**src/design/hup_pkg.sv**
```systemverilog
// Shared types and constants of the HTTP URL stream parser.
package hup_pkg;

    // Character codes used by the classifier.
    localparam logic [7:0] CH_NUL    = 8'h00;
    localparam logic [7:0] CH_TAB    = 8'h09;
    localparam logic [7:0] CH_CR     = 8'h0D;
    localparam logic [7:0] CH_SPACE  = 8'h20;
    localparam logic [7:0] CH_PLUS   = 8'h2B;
    localparam logic [7:0] CH_MINUS  = 8'h2D;
    localparam logic [7:0] CH_SLASH  = 8'h2F;
    localparam logic [7:0] CH_ZERO   = 8'h30;
    localparam logic [7:0] CH_NINE   = 8'h39;
    localparam logic [7:0] CH_COLON  = 8'h3A;
    localparam logic [7:0] CH_UPPER_A = 8'h41;
    localparam logic [7:0] CH_UPPER_Z = 8'h5A;
    localparam logic [7:0] CH_LBRACK = 8'h5B;
    localparam logic [7:0] CH_RBRACK = 8'h5D;
    localparam logic [7:0] CH_LOWER_H = 8'h68;
    localparam logic [7:0] CH_LOWER_P = 8'h70;
    localparam logic [7:0] CH_LOWER_S = 8'h73;
    localparam logic [7:0] CH_LOWER_T = 8'h74;
    localparam logic [7:0] CASE_OFFSET = 8'h20;

    // Port numbers.
    localparam logic [16:0] PORT_MAX   = 17'd65535;
    localparam logic [16:0] PORT_SAT   = 17'd65536;
    localparam logic [15:0] PORT_HTTPS = 16'd443;
    localparam logic [15:0] PORT_HTTP  = 16'd80;

    // Role tags of a byte.
    localparam logic [2:0] ROLE_SCHEME  = 3'd0;
    localparam logic [2:0] ROLE_SEP     = 3'd1;
    localparam logic [2:0] ROLE_HOST    = 3'd2;
    localparam logic [2:0] ROLE_BRACKET = 3'd3;
    localparam logic [2:0] ROLE_PORT    = 3'd4;
    localparam logic [2:0] ROLE_PATH    = 3'd5;
    localparam logic [2:0] ROLE_IGNORED = 3'd6;

    // Queue between classifier and parser.
    localparam int QUEUE_DEPTH = 4;
    localparam int QUEUE_AW    = 2;

    // Character classes as seen by the parser.
    typedef enum logic [3:0] {
        CLS_NUL,
        CLS_COLON,
        CLS_SLASH,
        CLS_LBRACK,
        CLS_RBRACK,
        CLS_DIGIT,
        CLS_SPACE,
        CLS_PLUS,
        CLS_MINUS,
        CLS_H,
        CLS_T,
        CLS_P,
        CLS_S,
        CLS_OTHER
    } t_cls;

    // One classified word in the queue.
    typedef struct packed {
        t_cls       cls;
        logic [3:0] digit;
        logic       is_end;
    } t_item;

    // One result word.
    typedef struct packed {
        logic [2:0]  byte_role;
        logic        done_res;
        logic        url_ok;
        logic        is_https;
        logic [15:0] port_number;
        logic        path_defaulted;
        logic [7:0]  host_length;
        logic [9:0]  path_length;
    } t_result;

    // Parser phases, one-hot.
    typedef enum logic [10:0] {
        PH_SCHEME     = 11'b000_0000_0001,
        PH_SCHEME_END = 11'b000_0000_0010,
        PH_COLON      = 11'b000_0000_0100,
        PH_SLASH1     = 11'b000_0000_1000,
        PH_SLASH2     = 11'b000_0001_0000,
        PH_HOST_FIRST = 11'b000_0010_0000,
        PH_HOST       = 11'b000_0100_0000,
        PH_BRACKET    = 11'b000_1000_0000,
        PH_AFTER_HOST = 11'b001_0000_0000,
        PH_PORT       = 11'b010_0000_0000,
        PH_PATH       = 11'b100_0000_0000
    } t_phase;

endpackage

```
**src/design/hup_ifs.sv**
```systemverilog
// Handshake interfaces for the URL byte channel and the result channel.
interface hup_in_if;
    logic       valid;
    logic       ready;
    logic [7:0] char_byte;
    logic       is_end;

    modport source (output valid, output char_byte, output is_end, input ready);
    modport sink   (input valid, input char_byte, input is_end, output ready);
endinterface

interface hup_out_if;
    logic        valid;
    logic        ready;
    logic [2:0]  byte_role;
    logic        done_res;
    logic        url_ok;
    logic        is_https;
    logic [15:0] port_number;
    logic        path_defaulted;
    logic [7:0]  host_length;
    logic [9:0]  path_length;

    modport source (output valid, output byte_role, output done_res, output url_ok,
                    output is_https, output port_number, output path_defaulted,
                    output host_length, output path_length, input ready);
    modport sink   (input valid, input byte_role, input done_res, input url_ok,
                    input is_https, input port_number, input path_defaulted,
                    input host_length, input path_length, output ready);
endinterface

```
**src/design/hup_front.sv**
```systemverilog
// Front end: classifies each incoming byte into a character class.
module hup_front (
    input  logic [7:0]    i_char_byte,
    input  logic          i_is_end,
    output hup_pkg::t_item o_item
);

    logic [7:0] lower;

    // Fold upper-case letters to lower case.
    always_comb begin
        if (i_char_byte >= hup_pkg::CH_UPPER_A && i_char_byte <= hup_pkg::CH_UPPER_Z) begin
            lower = i_char_byte + hup_pkg::CASE_OFFSET;
        end else begin
            lower = i_char_byte;
        end
    end

    // Map the byte to its class; digits also carry their value.
    always_comb begin
        o_item.is_end = i_is_end;
        o_item.digit  = 4'(i_char_byte - hup_pkg::CH_ZERO);
        if (i_char_byte >= hup_pkg::CH_ZERO && i_char_byte <= hup_pkg::CH_NINE) begin
            o_item.cls = hup_pkg::CLS_DIGIT;
        end else if (i_char_byte >= hup_pkg::CH_TAB && i_char_byte <= hup_pkg::CH_CR) begin
            o_item.cls = hup_pkg::CLS_SPACE;
        end else begin
            case (lower)
                hup_pkg::CH_NUL:     o_item.cls = hup_pkg::CLS_NUL;
                hup_pkg::CH_SPACE:   o_item.cls = hup_pkg::CLS_SPACE;
                hup_pkg::CH_COLON:   o_item.cls = hup_pkg::CLS_COLON;
                hup_pkg::CH_SLASH:   o_item.cls = hup_pkg::CLS_SLASH;
                hup_pkg::CH_LBRACK:  o_item.cls = hup_pkg::CLS_LBRACK;
                hup_pkg::CH_RBRACK:  o_item.cls = hup_pkg::CLS_RBRACK;
                hup_pkg::CH_PLUS:    o_item.cls = hup_pkg::CLS_PLUS;
                hup_pkg::CH_MINUS:   o_item.cls = hup_pkg::CLS_MINUS;
                hup_pkg::CH_LOWER_H: o_item.cls = hup_pkg::CLS_H;
                hup_pkg::CH_LOWER_T: o_item.cls = hup_pkg::CLS_T;
                hup_pkg::CH_LOWER_P: o_item.cls = hup_pkg::CLS_P;
                hup_pkg::CH_LOWER_S: o_item.cls = hup_pkg::CLS_S;
                default:             o_item.cls = hup_pkg::CLS_OTHER;
            endcase
        end
    end

endmodule

```
**src/design/hup_queue.sv**
```systemverilog
// Short FIFO of classified words between the front end and the parser.
module hup_queue (
    input  logic           i_clk,
    input  logic           i_rst_n,
    input  logic           i_push,
    input  hup_pkg::t_item i_item,
    output logic           o_full,
    input  logic           i_pop,
    output logic           o_valid,
    output hup_pkg::t_item o_item
);

    localparam int CW = hup_pkg::QUEUE_AW + 1;

    hup_pkg::t_item              r_mem [hup_pkg::QUEUE_DEPTH];
    logic [hup_pkg::QUEUE_AW-1:0] r_wr_ptr;
    logic [hup_pkg::QUEUE_AW-1:0] r_rd_ptr;
    logic [CW-1:0]               r_count;
    logic [CW-1:0]               n_count;

    assign o_full  = (r_count == CW'(hup_pkg::QUEUE_DEPTH));
    assign o_valid = (r_count != '0);
    assign o_item  = r_mem[r_rd_ptr];

    // Occupancy follows pushes and pops.
    always_comb begin
        n_count = r_count;
        if (i_push && !i_pop) begin
            n_count = r_count + CW'(1);
        end else if (!i_push && i_pop) begin
            n_count = r_count - CW'(1);
        end
    end

    // Pointers and count.
    always_ff @(posedge i_clk) begin
        if (!i_rst_n) begin
            r_wr_ptr <= '0;
            r_rd_ptr <= '0;
            r_count  <= '0;
        end else begin
            r_count <= n_count;
            if (i_push) begin
                r_wr_ptr <= r_wr_ptr + hup_pkg::QUEUE_AW'(1);
            end
            if (i_pop) begin
                r_rd_ptr <= r_rd_ptr + hup_pkg::QUEUE_AW'(1);
            end
        end
    end

    // Storage needs no reset.
    always_ff @(posedge i_clk) begin
        if (i_push) begin
            r_mem[r_wr_ptr] <= i_item;
        end
    end

endmodule

```
**src/design/hup_back.sv**
```systemverilog
// Back end: the URL parsing state machine and the registered result word.
module hup_back #(
    parameter int HOST_BYTES = 256,
    parameter int PATH_BYTES = 1024
) (
    input  logic             i_clk,
    input  logic             i_rst_n,
    input  logic             i_valid,
    input  hup_pkg::t_item   i_item,
    output logic             o_pop,
    input  logic             i_out_ready,
    output logic             o_out_valid,
    output hup_pkg::t_result o_result
);

    localparam int HC_W = $clog2(HOST_BYTES + 1);
    localparam int PC_W = $clog2(PATH_BYTES + 1);

    hup_pkg::t_phase  r_phase, n_phase;
    logic [2:0]       r_scheme_count, n_scheme_count;
    logic             r_https, n_https;
    logic             r_err, n_err;
    logic             r_term, n_term;
    logic [HC_W-1:0]  r_host_count, n_host_count;
    logic [PC_W-1:0]  r_path_count, n_path_count;
    logic [16:0]      r_accum, n_accum;
    logic             r_sign, n_sign;
    logic             r_neg, n_neg;
    logic             r_digit, n_digit;
    logic             r_out_valid;
    hup_pkg::t_result r_out, n_out;

    logic [HC_W-1:0]  host_inc;
    logic [PC_W-1:0]  path_inc;
    logic [19:0]      accum_mul;
    logic [16:0]      accum_sat;
    logic             host_full;
    logic             path_full;
    logic             port_ok;
    logic             fin_err;
    logic             done_err;
    logic             scheme_hit;
    logic [2:0]       role;

    assign o_pop       = i_valid && (!r_out_valid || i_out_ready);
    assign o_out_valid = r_out_valid;
    assign o_result    = r_out;

    // Counter steps and the decimal accumulate, saturating at 65536.
    assign host_inc  = r_host_count + HC_W'(1);
    assign path_inc  = r_path_count + PC_W'(1);
    assign host_full = (host_inc >= HC_W'(HOST_BYTES));
    assign path_full = (path_inc >= PC_W'(PATH_BYTES));
    assign accum_mul = {r_accum, 3'b000} + {2'b00, r_accum, 1'b0} + 20'(i_item.digit);
    assign accum_sat = (accum_mul > 20'(hup_pkg::PORT_SAT)) ? hup_pkg::PORT_SAT
                                                           : accum_mul[16:0];

    assign port_ok = r_digit && !r_neg && (r_accum != '0) && (r_accum <= hup_pkg::PORT_MAX);

    // Error state once the URL text ends in the current phase.
    assign fin_err = r_err || !((r_phase == hup_pkg::PH_HOST) ||
                                (r_phase == hup_pkg::PH_AFTER_HOST) ||
                                (r_phase == hup_pkg::PH_PATH) ||
                                ((r_phase == hup_pkg::PH_PORT) && port_ok));
    assign done_err = r_term ? r_err : fin_err;

    // Expected scheme letter for the current position of "http".
    assign scheme_hit = ((r_scheme_count == 3'd0) && (i_item.cls == hup_pkg::CLS_H)) ||
                        ((r_scheme_count == 3'd1) && (i_item.cls == hup_pkg::CLS_T)) ||
                        ((r_scheme_count == 3'd2) && (i_item.cls == hup_pkg::CLS_T)) ||
                        ((r_scheme_count == 3'd3) && (i_item.cls == hup_pkg::CLS_P));

    // Next state and the result word of the popped item.
    always_comb begin
        n_phase        = r_phase;
        n_scheme_count = r_scheme_count;
        n_https        = r_https;
        n_err          = r_err;
        n_term         = r_term;
        n_host_count   = r_host_count;
        n_path_count   = r_path_count;
        n_accum        = r_accum;
        n_sign         = r_sign;
        n_neg          = r_neg;
        n_digit        = r_digit;
        role           = hup_pkg::ROLE_IGNORED;
        n_out          = '0;

        if (!i_item.is_end) begin
            if (!r_term && !r_err) begin
                if (i_item.cls == hup_pkg::CLS_NUL) begin
                    n_term = 1'b1;
                    n_err  = fin_err;
                end else begin
                    case (r_phase)
                        hup_pkg::PH_SCHEME: begin
                            if (scheme_hit) begin
                                n_scheme_count = r_scheme_count + 3'd1;
                                if (r_scheme_count == 3'd3) begin
                                    n_phase = hup_pkg::PH_SCHEME_END;
                                end
                                role = hup_pkg::ROLE_SCHEME;
                            end else begin
                                n_err = 1'b1;
                            end
                        end
                        hup_pkg::PH_SCHEME_END: begin
                            if (i_item.cls == hup_pkg::CLS_S) begin
                                n_https = 1'b1;
                                n_phase = hup_pkg::PH_COLON;
                                role    = hup_pkg::ROLE_SCHEME;
                            end else if (i_item.cls == hup_pkg::CLS_COLON) begin
                                n_phase = hup_pkg::PH_SLASH1;
                                role    = hup_pkg::ROLE_SEP;
                            end else begin
                                n_err = 1'b1;
                            end
                        end
                        hup_pkg::PH_COLON: begin
                            if (i_item.cls == hup_pkg::CLS_COLON) begin
                                n_phase = hup_pkg::PH_SLASH1;
                                role    = hup_pkg::ROLE_SEP;
                            end else begin
                                n_err = 1'b1;
                            end
                        end
                        hup_pkg::PH_SLASH1: begin
                            if (i_item.cls == hup_pkg::CLS_SLASH) begin
                                n_phase = hup_pkg::PH_SLASH2;
                                role    = hup_pkg::ROLE_SEP;
                            end else begin
                                n_err = 1'b1;
                            end
                        end
                        hup_pkg::PH_SLASH2: begin
                            if (i_item.cls == hup_pkg::CLS_SLASH) begin
                                n_phase = hup_pkg::PH_HOST_FIRST;
                                role    = hup_pkg::ROLE_SEP;
                            end else begin
                                n_err = 1'b1;
                            end
                        end
                        hup_pkg::PH_HOST_FIRST: begin
                            if (i_item.cls == hup_pkg::CLS_SLASH ||
                                i_item.cls == hup_pkg::CLS_COLON) begin
                                n_err = 1'b1;
                            end else if (i_item.cls == hup_pkg::CLS_LBRACK) begin
                                n_phase = hup_pkg::PH_BRACKET;
                                role    = hup_pkg::ROLE_BRACKET;
                            end else begin
                                n_phase      = hup_pkg::PH_HOST;
                                n_host_count = host_inc;
                                if (host_full) begin
                                    n_err = 1'b1;
                                end else begin
                                    role = hup_pkg::ROLE_HOST;
                                end
                            end
                        end
                        hup_pkg::PH_HOST, hup_pkg::PH_AFTER_HOST: begin
                            if (i_item.cls == hup_pkg::CLS_COLON) begin
                                n_phase = hup_pkg::PH_PORT;
                                n_accum = '0;
                                n_sign  = 1'b0;
                                n_neg   = 1'b0;
                                n_digit = 1'b0;
                                role    = hup_pkg::ROLE_SEP;
                            end else if (i_item.cls == hup_pkg::CLS_SLASH) begin
                                n_phase      = hup_pkg::PH_PATH;
                                n_path_count = PC_W'(1);
                                if (PATH_BYTES <= 1) begin
                                    n_err = 1'b1;
                                end else begin
                                    role = hup_pkg::ROLE_PATH;
                                end
                            end else if (r_phase == hup_pkg::PH_HOST) begin
                                n_host_count = host_inc;
                                if (host_full) begin
                                    n_err = 1'b1;
                                end else begin
                                    role = hup_pkg::ROLE_HOST;
                                end
                            end else begin
                                n_err = 1'b1;
                            end
                        end
                        hup_pkg::PH_BRACKET: begin
                            if (i_item.cls == hup_pkg::CLS_RBRACK) begin
                                if (r_host_count == '0) begin
                                    n_err = 1'b1;
                                end else begin
                                    n_phase = hup_pkg::PH_AFTER_HOST;
                                    role    = hup_pkg::ROLE_BRACKET;
                                end
                            end else begin
                                n_host_count = host_inc;
                                if (host_full) begin
                                    n_err = 1'b1;
                                end else begin
                                    role = hup_pkg::ROLE_HOST;
                                end
                            end
                        end
                        hup_pkg::PH_PORT: begin
                            if (i_item.cls == hup_pkg::CLS_DIGIT) begin
                                n_digit = 1'b1;
                                n_accum = accum_sat;
                                role    = hup_pkg::ROLE_PORT;
                            end else if (!r_digit && !r_sign) begin
                                // Leading whitespace and one sign are allowed.
                                if (i_item.cls == hup_pkg::CLS_SPACE) begin
                                    role = hup_pkg::ROLE_PORT;
                                end else if (i_item.cls == hup_pkg::CLS_PLUS ||
                                             i_item.cls == hup_pkg::CLS_MINUS) begin
                                    n_sign = 1'b1;
                                    n_neg  = (i_item.cls == hup_pkg::CLS_MINUS);
                                    role   = hup_pkg::ROLE_PORT;
                                end else begin
                                    n_err = 1'b1;
                                end
                            end else if (r_digit && i_item.cls == hup_pkg::CLS_SLASH) begin
                                if (!port_ok) begin
                                    n_err = 1'b1;
                                end else begin
                                    n_phase      = hup_pkg::PH_PATH;
                                    n_path_count = PC_W'(1);
                                    if (PATH_BYTES <= 1) begin
                                        n_err = 1'b1;
                                    end else begin
                                        role = hup_pkg::ROLE_PATH;
                                    end
                                end
                            end else begin
                                n_err = 1'b1;
                            end
                        end
                        hup_pkg::PH_PATH: begin
                            n_path_count = path_inc;
                            if (path_full) begin
                                n_err = 1'b1;
                            end else begin
                                role = hup_pkg::ROLE_PATH;
                            end
                        end
                        default: begin
                            n_err = 1'b1;
                        end
                    endcase
                end
            end
            n_out.byte_role = role;
        end else begin
            // End marker: report the outcome and return to the start state.
            n_out.byte_role = hup_pkg::ROLE_IGNORED;
            n_out.done_res  = 1'b1;
            if (!done_err) begin
                n_out.url_ok   = 1'b1;
                n_out.is_https = r_https;
                if (r_phase == hup_pkg::PH_PORT) begin
                    n_out.port_number = r_accum[15:0];
                end else begin
                    n_out.port_number = r_https ? hup_pkg::PORT_HTTPS : hup_pkg::PORT_HTTP;
                end
                n_out.path_defaulted = (r_phase != hup_pkg::PH_PATH);
                n_out.host_length    = 8'(r_host_count);
                n_out.path_length    = (r_phase == hup_pkg::PH_PATH) ? 10'(r_path_count)
                                                                    : 10'd0;
            end
            n_phase        = hup_pkg::PH_SCHEME;
            n_scheme_count = '0;
            n_https        = 1'b0;
            n_err          = 1'b0;
            n_term         = 1'b0;
            n_host_count   = '0;
            n_path_count   = '0;
            n_accum        = '0;
            n_sign         = 1'b0;
            n_neg          = 1'b0;
            n_digit        = 1'b0;
        end
    end

    // Parser state and output valid.
    always_ff @(posedge i_clk) begin
        if (!i_rst_n) begin
            r_phase        <= hup_pkg::PH_SCHEME;
            r_scheme_count <= '0;
            r_https        <= 1'b0;
            r_err          <= 1'b0;
            r_term         <= 1'b0;
            r_host_count   <= '0;
            r_path_count   <= '0;
            r_accum        <= '0;
            r_sign         <= 1'b0;
            r_neg          <= 1'b0;
            r_digit        <= 1'b0;
            r_out_valid    <= 1'b0;
        end else begin
            if (o_pop) begin
                r_phase        <= n_phase;
                r_scheme_count <= n_scheme_count;
                r_https        <= n_https;
                r_err          <= n_err;
                r_term         <= n_term;
                r_host_count   <= n_host_count;
                r_path_count   <= n_path_count;
                r_accum        <= n_accum;
                r_sign         <= n_sign;
                r_neg          <= n_neg;
                r_digit        <= n_digit;
                r_out_valid    <= 1'b1;
            end else if (i_out_ready) begin
                r_out_valid <= 1'b0;
            end
        end
    end

    // Result word.
    always_ff @(posedge i_clk) begin
        if (o_pop) begin
            r_out <= n_out;
        end
    end

endmodule

```
**src/design/http_url_stream_parser_unit.sv**
```systemverilog
// An accepted word goes into the queue, then is parsed into the result register.
// Throughput: one word per cycle unless the result sink stalls.
// A four-word queue separates the byte classifier from the parser, so either side
// may stall alone. The result register holds while the sink is not ready.
// Reset (synchronous, active low) empties the queue and returns the parser to the
// scheme start; no clearing pass is needed.
module http_url_stream_parser_unit #(
    parameter int HOST_BYTES = 256,
    parameter int PATH_BYTES = 1024
) (
    input  logic      i_clk,
    input  logic      i_rst_n,
    hup_in_if.sink    i_url,
    hup_out_if.source o_res
);

    hup_pkg::t_item   front_item;
    hup_pkg::t_item   q_item;
    hup_pkg::t_result result;
    logic             q_full;
    logic             q_valid;
    logic             q_pop;
    logic             push;

    assign i_url.ready = !q_full;
    assign push        = i_url.valid && !q_full;

    // Classify incoming bytes.
    hup_front u_front (
        .i_char_byte (i_url.char_byte),
        .i_is_end    (i_url.is_end),
        .o_item      (front_item)
    );

    // Decoupling queue.
    hup_queue u_queue (
        .i_clk   (i_clk),
        .i_rst_n (i_rst_n),
        .i_push  (push),
        .i_item  (front_item),
        .o_full  (q_full),
        .i_pop   (q_pop),
        .o_valid (q_valid),
        .o_item  (q_item)
    );

    // Parse and register results.
    hup_back #(
        .HOST_BYTES (HOST_BYTES),
        .PATH_BYTES (PATH_BYTES)
    ) u_back (
        .i_clk       (i_clk),
        .i_rst_n     (i_rst_n),
        .i_valid     (q_valid),
        .i_item      (q_item),
        .o_pop       (q_pop),
        .i_out_ready (o_res.ready),
        .o_out_valid (o_res.valid),
        .o_result    (result)
    );

    assign o_res.byte_role      = result.byte_role;
    assign o_res.done_res       = result.done_res;
    assign o_res.url_ok         = result.url_ok;
    assign o_res.is_https       = result.is_https;
    assign o_res.port_number    = result.port_number;
    assign o_res.path_defaulted = result.path_defaulted;
    assign o_res.host_length    = result.host_length;
    assign o_res.path_length    = result.path_length;

endmodule

```
**src/flat_wrapper.sv**
```systemverilog
// flat-port wrapper written by rule: the top's interface ports become plain ports
module http_url_stream_parser_unit_flat 
#(
    parameter int HOST_BYTES = 256,
    parameter int PATH_BYTES = 1024
)
  (i_clk, i_rst_n, i_url_valid, i_url_char_byte, i_url_is_end, i_url_ready, o_res_valid, o_res_byte_role, o_res_done_res, o_res_url_ok, o_res_is_https, o_res_port_number, o_res_path_defaulted, o_res_host_length, o_res_path_length, o_res_ready);
  hup_in_if i_url_i ();
  hup_out_if o_res_i ();
  input  logic i_clk;
  input  logic i_rst_n;
  input wire logic [$bits(i_url_i.valid)-1:0] i_url_valid;
  input wire logic [$bits(i_url_i.char_byte)-1:0] i_url_char_byte;
  input wire logic [$bits(i_url_i.is_end)-1:0] i_url_is_end;
  output wire logic [$bits(i_url_i.ready)-1:0] i_url_ready;
  output wire logic [$bits(o_res_i.valid)-1:0] o_res_valid;
  output wire logic [$bits(o_res_i.byte_role)-1:0] o_res_byte_role;
  output wire logic [$bits(o_res_i.done_res)-1:0] o_res_done_res;
  output wire logic [$bits(o_res_i.url_ok)-1:0] o_res_url_ok;
  output wire logic [$bits(o_res_i.is_https)-1:0] o_res_is_https;
  output wire logic [$bits(o_res_i.port_number)-1:0] o_res_port_number;
  output wire logic [$bits(o_res_i.path_defaulted)-1:0] o_res_path_defaulted;
  output wire logic [$bits(o_res_i.host_length)-1:0] o_res_host_length;
  output wire logic [$bits(o_res_i.path_length)-1:0] o_res_path_length;
  input wire logic [$bits(o_res_i.ready)-1:0] o_res_ready;
  assign i_url_i.valid = i_url_valid;
  assign i_url_i.char_byte = i_url_char_byte;
  assign i_url_i.is_end = i_url_is_end;
  assign i_url_ready = i_url_i.ready;
  assign o_res_valid = o_res_i.valid;
  assign o_res_byte_role = o_res_i.byte_role;
  assign o_res_done_res = o_res_i.done_res;
  assign o_res_url_ok = o_res_i.url_ok;
  assign o_res_is_https = o_res_i.is_https;
  assign o_res_port_number = o_res_i.port_number;
  assign o_res_path_defaulted = o_res_i.path_defaulted;
  assign o_res_host_length = o_res_i.host_length;
  assign o_res_path_length = o_res_i.path_length;
  assign o_res_i.ready = o_res_ready;
  http_url_stream_parser_unit #(.HOST_BYTES(HOST_BYTES), .PATH_BYTES(PATH_BYTES)) u_core (.i_clk(i_clk), .i_rst_n(i_rst_n), .i_url(i_url_i), .o_res(o_res_i));
endmodule
```
**config.mk**
```make
export PLATFORM = sky130hd
export DESIGN_NAME = http_url_stream_parser_unit_flat
export DESIGN_NICKNAME = d
export VERILOG_FILES = /design/src/design/hup_pkg.sv /design/src/design/hup_ifs.sv /design/src/design/hup_front.sv /design/src/design/hup_queue.sv /design/src/design/hup_back.sv /design/src/design/http_url_stream_parser_unit.sv /design/src/flat_wrapper.sv
export SDC_FILE = /design/constraint.sdc
export NUM_CORES = 1
export LEC_CHECK = 0
export BUFFER_PORTS_ARGS = -buffer_cell sky130_fd_sc_hd__clkbuf_2
export CORE_MARGIN = 4
export CORE_UTILIZATION = 66
export DETAILED_ROUTE_END_ITERATION = 10
export PLACE_DENSITY = 0.86
export SLEW_MARGIN = 10
export SYNTH_ARGS = -nofsm -noshare
export SYNTH_HDL_FRONTEND = slang
export SYNTH_HIERARCHICAL = 1
export SYNTH_SLANG_ARGS = --single-unit
export TNS_END_PERCENT = 1
```
**constraint.sdc**
```tcl
create_clock -name i_clk -period 6.3 [get_ports i_clk]
set_clock_uncertainty 0.15 [all_clocks]
set_input_delay 0.315 -clock i_clk [delete_from_list [all_inputs] [get_ports i_clk]]
set_output_delay 0.315 -clock i_clk [all_outputs]
set_load 0.02 [all_outputs]
```
; Word-level counts from Yosys, hierarchy flattened
; Memories as Yosys holds them, arrays and structs flattened. A register that Yosys moved wholly into a read port is not among the register bits.
; Cells that the tools add are included.
; W data, S select, Z words.
[op_classes]
n_addsub = 11
bitwise_logic = 3
order_cmp = 10
n_eq_ne = 75
n_reduce_logical = 70
mux = 143
[op_table]
columns = cell, n
row1 = $mux W11, 27
row2 = $mux W17, 6
row3 = $pmux W11 S9, 1
row4 = $mux W9, 10
row5 = $ne A3 B3 Y1 const B, 22
row6 = $mux W3, 21
row7 = $mux W1, 54
row8 = $eq A8 B7 Y1 const B, 6
row9 = $pmux W4 S12, 1
row10 = $eq A8 B6 Y1 const B, 5
row11 = $mux W38, 1
row12 = $mux W37, 1
row13 = $pmux W17 S2, 1
row14 = $pmux W11 S3, 1
row15 = $ne A4 B4 Y1 const B, 7
row16 = $pmux W3 S9, 1
row17 = $pmux W9 S3, 1
row18 = $add A20 B18 Y20, 1
row19 = $add A20 B4 Y20, 1
row20 = $eq A4 B4 Y1 const B, 5
row21 = $gt A20 B17 Y1 const B, 1
row22 = $ne A5 B5 Y1 const B, 4
row23 = $reduce_and A10 Y1, 2
row24 = $logic_and A1 B1 Y1, 18
row25 = 64 further kinds, 114
[totals]
elab_cells = 336
reg_bits = 106
out_inout_bits = 43
mem_count = 1
ramBits = 36
in_bits = 13
[mem_list]
columns = name, depth, word_bits, rd, rd_clocked_by_memory_dff, wr, line_no
row1 = u_core.u_queue.r_mem, 4, 9, 1, 1, 1, hup_queue.sv:15  ; hup_pkg::t_item r_mem [hup_pkg::QUEUE_DEPTH];

; Logic depth before layout (Yosys ltp)
; Gate-level depths: netlist (run 1).
[logic_depth]
depth_word = 12
depth_mapped = 14
ltp_nobuf = 12

; Modules after synthesis
; Netlist (run 1), hierarchy kept.
[modules_own_cells]
columns = module, instances, area_per_inst_um2, cells_per_inst, seq_area_each_um2
row1 = hup_back, 1, 6444.9, 706, 2392.3
row2 = hup_queue, 1, 1746.7, 90, 1261.2
row3 = hup_front, 1, 535.5, 81, 0.0
row4 = http_url_stream_parser_unit, 1, 10.0, 2, 0.0

; Worst setup path before layout (run 1)
; Ideal clock, no wire load.
[synth_timing]
path_kind = register -> register
from = reg with a tool-made name
to = reg u_core.u_back.r_accum[3]
stages_incl_launch_ff = 15
setup_slack_ns = 2.478
setup_time_ns = 0.117
t_arrival_ns = 3.554
path_buffers = 2
required_ns = 6.033
period_less_slack_ns = 3.822
path_cell_list = dfxtp_1 > buf_6 > mux4_2 > inv_1 > fa_1 > inv_1 > ha_1 > a211oi_1 > o21ai_0 > a221oi_1 > o221a_2 > nand2_1 > nor4b_4 > buf_4 > a32o_1
[synth_rtl]
columns = item, line_no
row1 = end signal: assignment, hup_back.sv:307  ; r_accum <= n_accum;
row2 = end: declaration, hup_back.sv:26  ; logic [16:0] r_accum, n_accum;

==> reports/metrics.csv, run 1 <==
metric;value;unit
reg-to-reg slack, setup;1.49;ns
Post-Layout Cell Count;1099;
Yosys reg bits;144;
final setup vio count;0;
setup slack after placement;1.54;ns
Syn Inst Count;879;
final core occ;0.752;
antenna violations before repair;0;
Seq pwr share;0.390;
max-slew violations;0;
Starting Density;0.684;
startpoint types;register;
Net Sw Frac;0.363;
Area Overhead vs Synth;9.90;%
dpl cells;1066;
Slew headroom;0.380;
core area;0.0128;mm²
Net Count, Synth;943;
sequential fraction of the synthesis area;0.418;
Final Routed Wirelength;21600;µm
hold depth;3;
H-tree depth;4;
clk sinks;144;
Crit-path slowest cell;a221oi_1;
Highest Clock Rate;208;MHz
drt initial violations;875;
vias in the first global route;7102;
maximum vdd drop;0.000342;V
IO Count;56;
Worst Path Max Fanout;14;
internal power;2.10;mW
total number of vias;7505;
Skew-Pair Late Insertion Delay;0.42;ns
# DRC;0;
Worst Hold Class;in -> reg;
CP Class;reg -> reg;
antenna-violating nets left;0;
synth cell count leaders;77 x edfxtp_1, 75 x nor2_1, 67 x dfxtp_1;
CTS Buf Count;17;
post-cts sizing count;0;
CP Data Arrival Time;5.02;ns
combinational share of power;0.314;
status;completed;
full die area;0.0151;mm²
mapped cell area;0.00874;mm²
number of port buffers;55;
crit end category;register;
R2R Path End;u_core/u_back/r_accum[6];
setup TNS;0;ns
synth top area cells;edfxtp_1 26%, dfxtp_1 15%, ha_1 6.9%;
Avg Cell Area, Syn;9.94;µm²
Hold Startpoint;o_res_ready;
cts hold-fix bufs;1;
largest net degree at the start of global routing;50;
Post-synth ARST share;0;
Setup WS post-layout;1.49;ns
GP Congestion;0.961;
routed len/inst;19.7;µm
NetSw;1.20;mW
Die H;123;µm
max_cap viols;0;
number of post-CTS setup repair buffers;0;
crit path buf inv count;2;
Net count, final;978;
Clock Pin Slew Worst Setup and Hold Paths;0.06;ns
Synth top area share;0.265;
area leader, netlist;edfxtp_1;
Distinct cells, synth;92;
min Tclk post-route;4.81;ns
gr ovfl total;0;
most common cell in the netlist;edfxtp_1;
Hold Path Sink;u_core/u_back/o_out_valid;
PwrDens;344;mW/mm²
Root Buffer;clkbuf_16;
Horiz. Die Dim;123;µm
yosys warns;6;
layout cells sized above 1;0.156;
first-pass GRT wire length;34900;µm
Main synth FF type;edfxtp_1;
Final period util;0.764;
Pleak;3.72;nW
crit-path leading delay family;compound AO/OA/AOI/OAI gates;
Reg2Reg Depth;12;
Max stage delay on crit path;0.72;ns
cells along the critical path;mux4_2 -> inv_1 -> fa_1 -> inv_1 -> ha_1 -> a211oi_1 -> o21ai_0 -> a221oi_1 -> a221oi_1 -> nand2_1 -> nor4b_4 -> a32o_1;
Crit path required time;6.51;ns
number of synthesized flops with an enable pin;77;
hpwl dp;15400;µm
RSZ-0062 raised after global routing;false;
Cell Rows;41;
Hold Vio Cnt, Final;0;
Initial DRT Pass Iterations;6;
clock power share;0.296;
CTS tree;built;
maximum clock insertion buffer count;2;
cell area after layout;0.00960;mm²
Vias/cell;6.83;
Worst-Margin Slew;0.919;ns
Placed Area;0.00902;mm²
Total Routing Usage GR;0.289;
antenna cell count;0;
sequential cells by signal, indices dropped and copies added, names as in the netlist, named ones only:
name,cells
u_core/u_back/r_neg,1
u_core/u_queue/r_count,3
u_core/u_queue/r_wr_ptr,2
u_core/u_back/r_err,1
u_core/u_back/r_term,1
u_core/u_back/r_scheme_count,3
u_core/u_back/r_sign,1
u_core/u_back/o_out_valid,1
u_core/u_back/r_digit,1
u_core/u_back/r_accum,17
u_core/u_back/r_host_count,9
u_core/u_back/r_phase,11
u_core/u_back/r_https,1
u_core/u_queue/r_rd_ptr,2
u_core/u_back/r_path_count,11
u_core/u_queue/r_mem,36
u_core/u_back/o_result,41
worst max-delay path by stage:
stage	start	to	slack, ns	depth (start not counted)
floorplan	register	u_core/u_back/r_accum[3]	2.48	14
global placement	register	u_core/u_back/r_accum[1]	1.78	12
detailed placement	register	u_core/u_back/r_accum[6]	1.54	12
CTS	register	u_core/u_back/r_accum[6]	1.54	12
global route	register	u_core/u_back/r_accum[3]	1.15	12
finish	register	u_core/u_back/r_accum[6]	1.49	12
cell type report:
type | instances | area [µm²]
clock inverters | 13 | 138
multi-input cells | 657 | 4720
repair buffers | 59 | 308
flip-flops and latches | 144 | 3650
well taps | 172 | 215
fillers | 860 | 3170
inverters | 35 | 131
clock buffers | 19 | 433
per-layer routing:
layer / up-vias / GRT usage / share of wire
li1: 3402 / - / -
met1: 3601 / 0.374 / 0.41
met2: 430 / 0.492 / 0.49
met3: 72 / 0.0576 / 0.083
met4: 0 / 0.0913 / 0.023
met5: - / 0 / 0
worst register-to-register path, delay by kind of cell, from the launching register on:
kind / cells / cell delay [ns]
and+or+nand+nor: 2 / 0.72
DFF: 1 / 0.70
buffers and inverters: 2 / 0.18
muxes: 1 / 0.58
adders and majority gates: 2 / 0.68
AOI/OAI and AO/OA: 5 / 1.73
stage by stage:
step                hold WS, ns  power (mW)
floorplan                 0.287        2.04
global placement          0.301        2.28
detailed placement        0.320        2.32
CTS                      0.0511        3.29
global route             0.0854        3.45
finish                   0.0561        3.30
power groups by stage:
stage | Clock [mW] | Combinational, mW | Sequential [mW]
CTS | 0.982 | 1.02 | 1.29
detailed placement | 0 | 1.01 | 1.31
finish | 0.976 | 1.04 | 1.29
global placement | 0 | 0.982 | 1.30
global route | 1.03 | 1.11 | 1.30
floorplan | 0 | 0.605 | 1.43
layout by cell type, fill, tap and decap left out, types with 5 or more instances in the layout:
cell	count
nor4_1	11
a31o_1	5
ha_1	48
dfxtp_1	67
mux2i_1	6
o21ai_0	32
o2bb2ai_1	7
or4_1	18
or3_1	13
o21ai_1	7
mux4_2	9
a21o_1	6
o21a_1	5
nand2_1	49
xnor2_1	11
clkbuf_16	17
a32o_1	13
and2_1	19
and3_1	33
a211oi_1	6
and4_1	6
xor2_1	11
clkinvlp_4	5
a211o_1	5
inv_1	34
nand3_1	33
nor2b_1	17
nor2_1	75
a21oi_1	58
edfxtp_1	77
clkbuf_2	55
or2_2	5
o31ai_1	5
nand4_1	12
o211ai_1	8
nand2b_1	16
nor3_1	17
kinds of logic after synthesis:
kind of cell | after synthesis | synth area share
AO/OA/AOI/OAI | 208 | 0.170
flip-flops | 144 | 0.418
adder cells (fa/ha/maj) | 51 | 0.0756
multiplexers | 15 | 0.0301
AND/OR/NAND/NOR | 361 | 0.243
buffers and inverters | 78 | 0.0412
XOR/XNOR | 22 | 0.0221
Power figures use the tool's default switching activity.
==> inputs of run 2 (changes only) <==
--- a/config.mk
+++ b/config.mk
@@ -5,11 +5,12 @@
 export SDC_FILE = /design/constraint.sdc
 export NUM_CORES = 1
 export LEC_CHECK = 0
+export ABC_AREA = 1
 export BUFFER_PORTS_ARGS = -buffer_cell sky130_fd_sc_hd__clkbuf_2
 export CORE_MARGIN = 4
-export CORE_UTILIZATION = 66
+export CORE_UTILIZATION = 62
 export DETAILED_ROUTE_END_ITERATION = 10
-export PLACE_DENSITY = 0.86
+export PLACE_DENSITY = 0.81
 export SLEW_MARGIN = 10
 export SYNTH_ARGS = -nofsm -noshare
 export SYNTH_HDL_FRONTEND = slang
==> constraint.sdc (replaced) <==
create_clock -name i_clk -period 4.5 [get_ports i_clk]
set_clock_uncertainty 0.15 [all_clocks]
set_input_delay 0.225 -clock i_clk [delete_from_list [all_inputs] [get_ports i_clk]]
set_output_delay 0.225 -clock i_clk [all_outputs]
set_load 0.02 [all_outputs]
==> run 2 against run 1 <==
  * Worst setup slack worse by 0.82 ns
  * Critical path depth is 9 higher
  * Largest power group is now combinational logic
  * Sequential share of layout area is 2.5 points lower
  * Largest cell class unchanged
==> reports/metrics.csv, run 2 <==
metric;value;unit
Cell Rows;44;
Yosys reg bits;144;
Skew-Pair Late Insertion Delay;0.43;ns
Worst-Margin Slew;0.527;ns
Tot Pwr;5.55;mW
max-slew violations;0;
total number of vias;8284;
Vias/cell;5.60;
most common cell in the netlist;nand2_1;
H-tree depth;4;
full die area;0.0170;mm²
# DRC;0;
PwrDens;540;mW/mm²
worst setup path end;u_core/u_back/r_accum[12];
Initial DRT Pass Iterations;5;
mapped cell area;0.00931;mm²
max_cap viols;0;
reg-to-reg slack, setup;0.67;ns
final core occ;0.701;
Syn Inst Count;1227;
Crit path required time;4.70;ns
Avg Cell Area, Syn;7.59;µm²
GP Congestion;1.01;
Synth top area share;0.248;
Area Overhead vs Synth;10.3;%
Clock Pin Slew Worst Setup and Hold Paths;0.06;ns
Slew headroom;0.645;
clk sinks;144;
Net Count, Synth;1291;
setup TNS;0;ns
area leader, netlist;edfxtp_1;
IO Count;56;
yosys warns;6;
sequential fraction of the synthesis area;0.392;
vias in the first global route;7607;
Reg2Reg Depth;21;
CP Class;reg -> reg;
Horiz. Die Dim;131;µm
Main synth FF type;edfxtp_1;
largest net degree at the start of global routing;39;
layout cells sized above 1;0.151;
max reg flops;41;
most common cell after layout, fill and taps aside;nand2_1;
Worst Path Max Fanout;18;
antenna cell count;0;
Highest Clock Rate;261;MHz
antenna-violating nets left;0;
drt initial violations;828;
CP Data Arrival Time;4.03;ns
min Tclk post-route;3.83;ns
commonest non-fill, non-tap cells in the layout;240 x nand2_1, 166 x nor2_1, 161 x inv_1;
Final Routed Wirelength;21500;µm
gr ovfl total;0;
Total Routing Usage GR;0.261;
number of synthesized flops with an enable pin;77;
Worst Hold Class;in -> reg;
core area;0.0146;mm²
Distinct cells, synth;57;
final setup vio count;0;
maximum vdd drop;0.000523;V
Die H;131;µm
first-pass GRT wire length;35800;µm
maximum clock insertion buffer count;2;
Root Buffer;clkbuf_16;
Fin Hold WS;0.0429;ns
Net count, final;1346;
routed len/inst;14.5;µm
Hold Vio Cnt, Final;0;
synth cell count leaders;240 x nand2_1, 166 x nor2_1, 162 x inv_1;
CTS tree;built;
crit end category;register;
number of post-CTS setup repair buffers;0;
CTS Buf Count;17;
RSZ-0062 raised after global routing;false;
post-cts sizing count;0;
cts hold-fix bufs;4;
antenna violations before repair;0;
Starting Density;0.636;
status;completed;
hpwl dp;15700;µm
synth top area cells;edfxtp_1 25%, dfxtp_1 14%, nand2_1 9.7%;
Post-synth ARST share;0;
Final period util;0.851;
Pleak;4.62;nW
startpoint types;register;
R2R Path End;u_core/u_back/r_accum[12];
number of port buffers;55;
==> run 2: changes by cell type after synthesis, sizes merged, moves of 14 or more <==
cell    before  now
a21oi       63   86
and2        22    1
and3        33    1
inv         35  182
nand2       49  267
nand2b      16    0
nand3       36  105
nor2        79  196
nor2b       17    0
nor3        19   40
or3         14    0
or4         20    0
==> run 2: metal layers <==
| layer | vias up | global-route usage | wire (µm) |
|---|---|---|---|
| li1 | 4156 | - | - |
| met1 | 3809 | 0.355 | 9730 |
| met2 | 266 | 0.416 | 9920 |
| met3 | 53 | 0.0585 | 1340 |
| met4 | 0 | 0.0853 | 494 |
| met5 | - | 0 | 0 |
==> run 2: worst min-delay path by stage <==
stage,start,depth (start not counted),endpoint
floorplan,i_rst_n,2,u_core/u_queue/r_count[2]
global placement,u_core/u_queue/r_rd_ptr[1],1,u_core/u_queue/r_rd_ptr[1]
detailed placement,u_core/u_queue/r_rd_ptr[1],1,register
CTS,i_url_char_byte[2],1,u_core/u_queue/r_mem[2][3]
global route,i_url_char_byte[3],1,u_core/u_queue/r_mem[2][4]
finish,i_url_char_byte[2],1,u_core/u_queue/r_mem[1][3]
==> run 2: cell families after synthesis <==
family                     share of synthesized area
AOI/OAI and AO/OA                              0.109
and+or+nand+nor                                0.324
xor gates and xnor gates                     0.00941
DFF                                            0.392
buffers and inverters                         0.0945
adders and majority gates                     0.0710
==> run 2: power breakdown <==
part / switching [mW] / total (mW) / internal, mW
registers: 0.154 / 1.91 / 1.75
logic: 1.65 / 2.26 / 0.618
clock network: 0.522 / 1.38 / 0.857
==> run 2: cell type report <==
| type | instances | area (µm²) |
|---|---|---|
| well taps | 184 | 230 |
| fillers | 1198 | 4370 |
| multi-input cells | 874 | 4780 |
| inverters | 182 | 691 |
| clock buffers | 18 | 429 |
| clock inverters | 14 | 146 |
| flip-flops and latches | 144 | 3650 |
| repair buffers | 63 | 345 |
==> run 2: metrics by stage <==
step,std cells,worst slack (ns),instance area (µm²)
finish,1479,0.672,10300
global route,1479,0.268,10300
CTS,1479,0.693,10300
detailed placement,1443,0.759,9660
global placement,1443,0.872,9660
floorplan,1227,1.20,9310
==> run 2: critical path: stages, from the launching register on <==
cell and delay [ns]:
dfxtp_1 0.53, inv_8 0.12, o21ai_0 0.26, o22ai_2 0.10, inv_1 0.09, fa_1 0.43
fa_1 0.45, inv_1 0.06, nand2_1 0.05, nand2_1 0.13, nand4_1 0.13, nand2_1 0.14
nand2_1 0.07, nand2_1 0.09, nand2_1 0.07, nand2_1 0.06, nand2_1 0.04, nand2_1 0.07
inv_1 0.04, nand2_1 0.38, nand3_1 0.13, a21oi_1 0.16
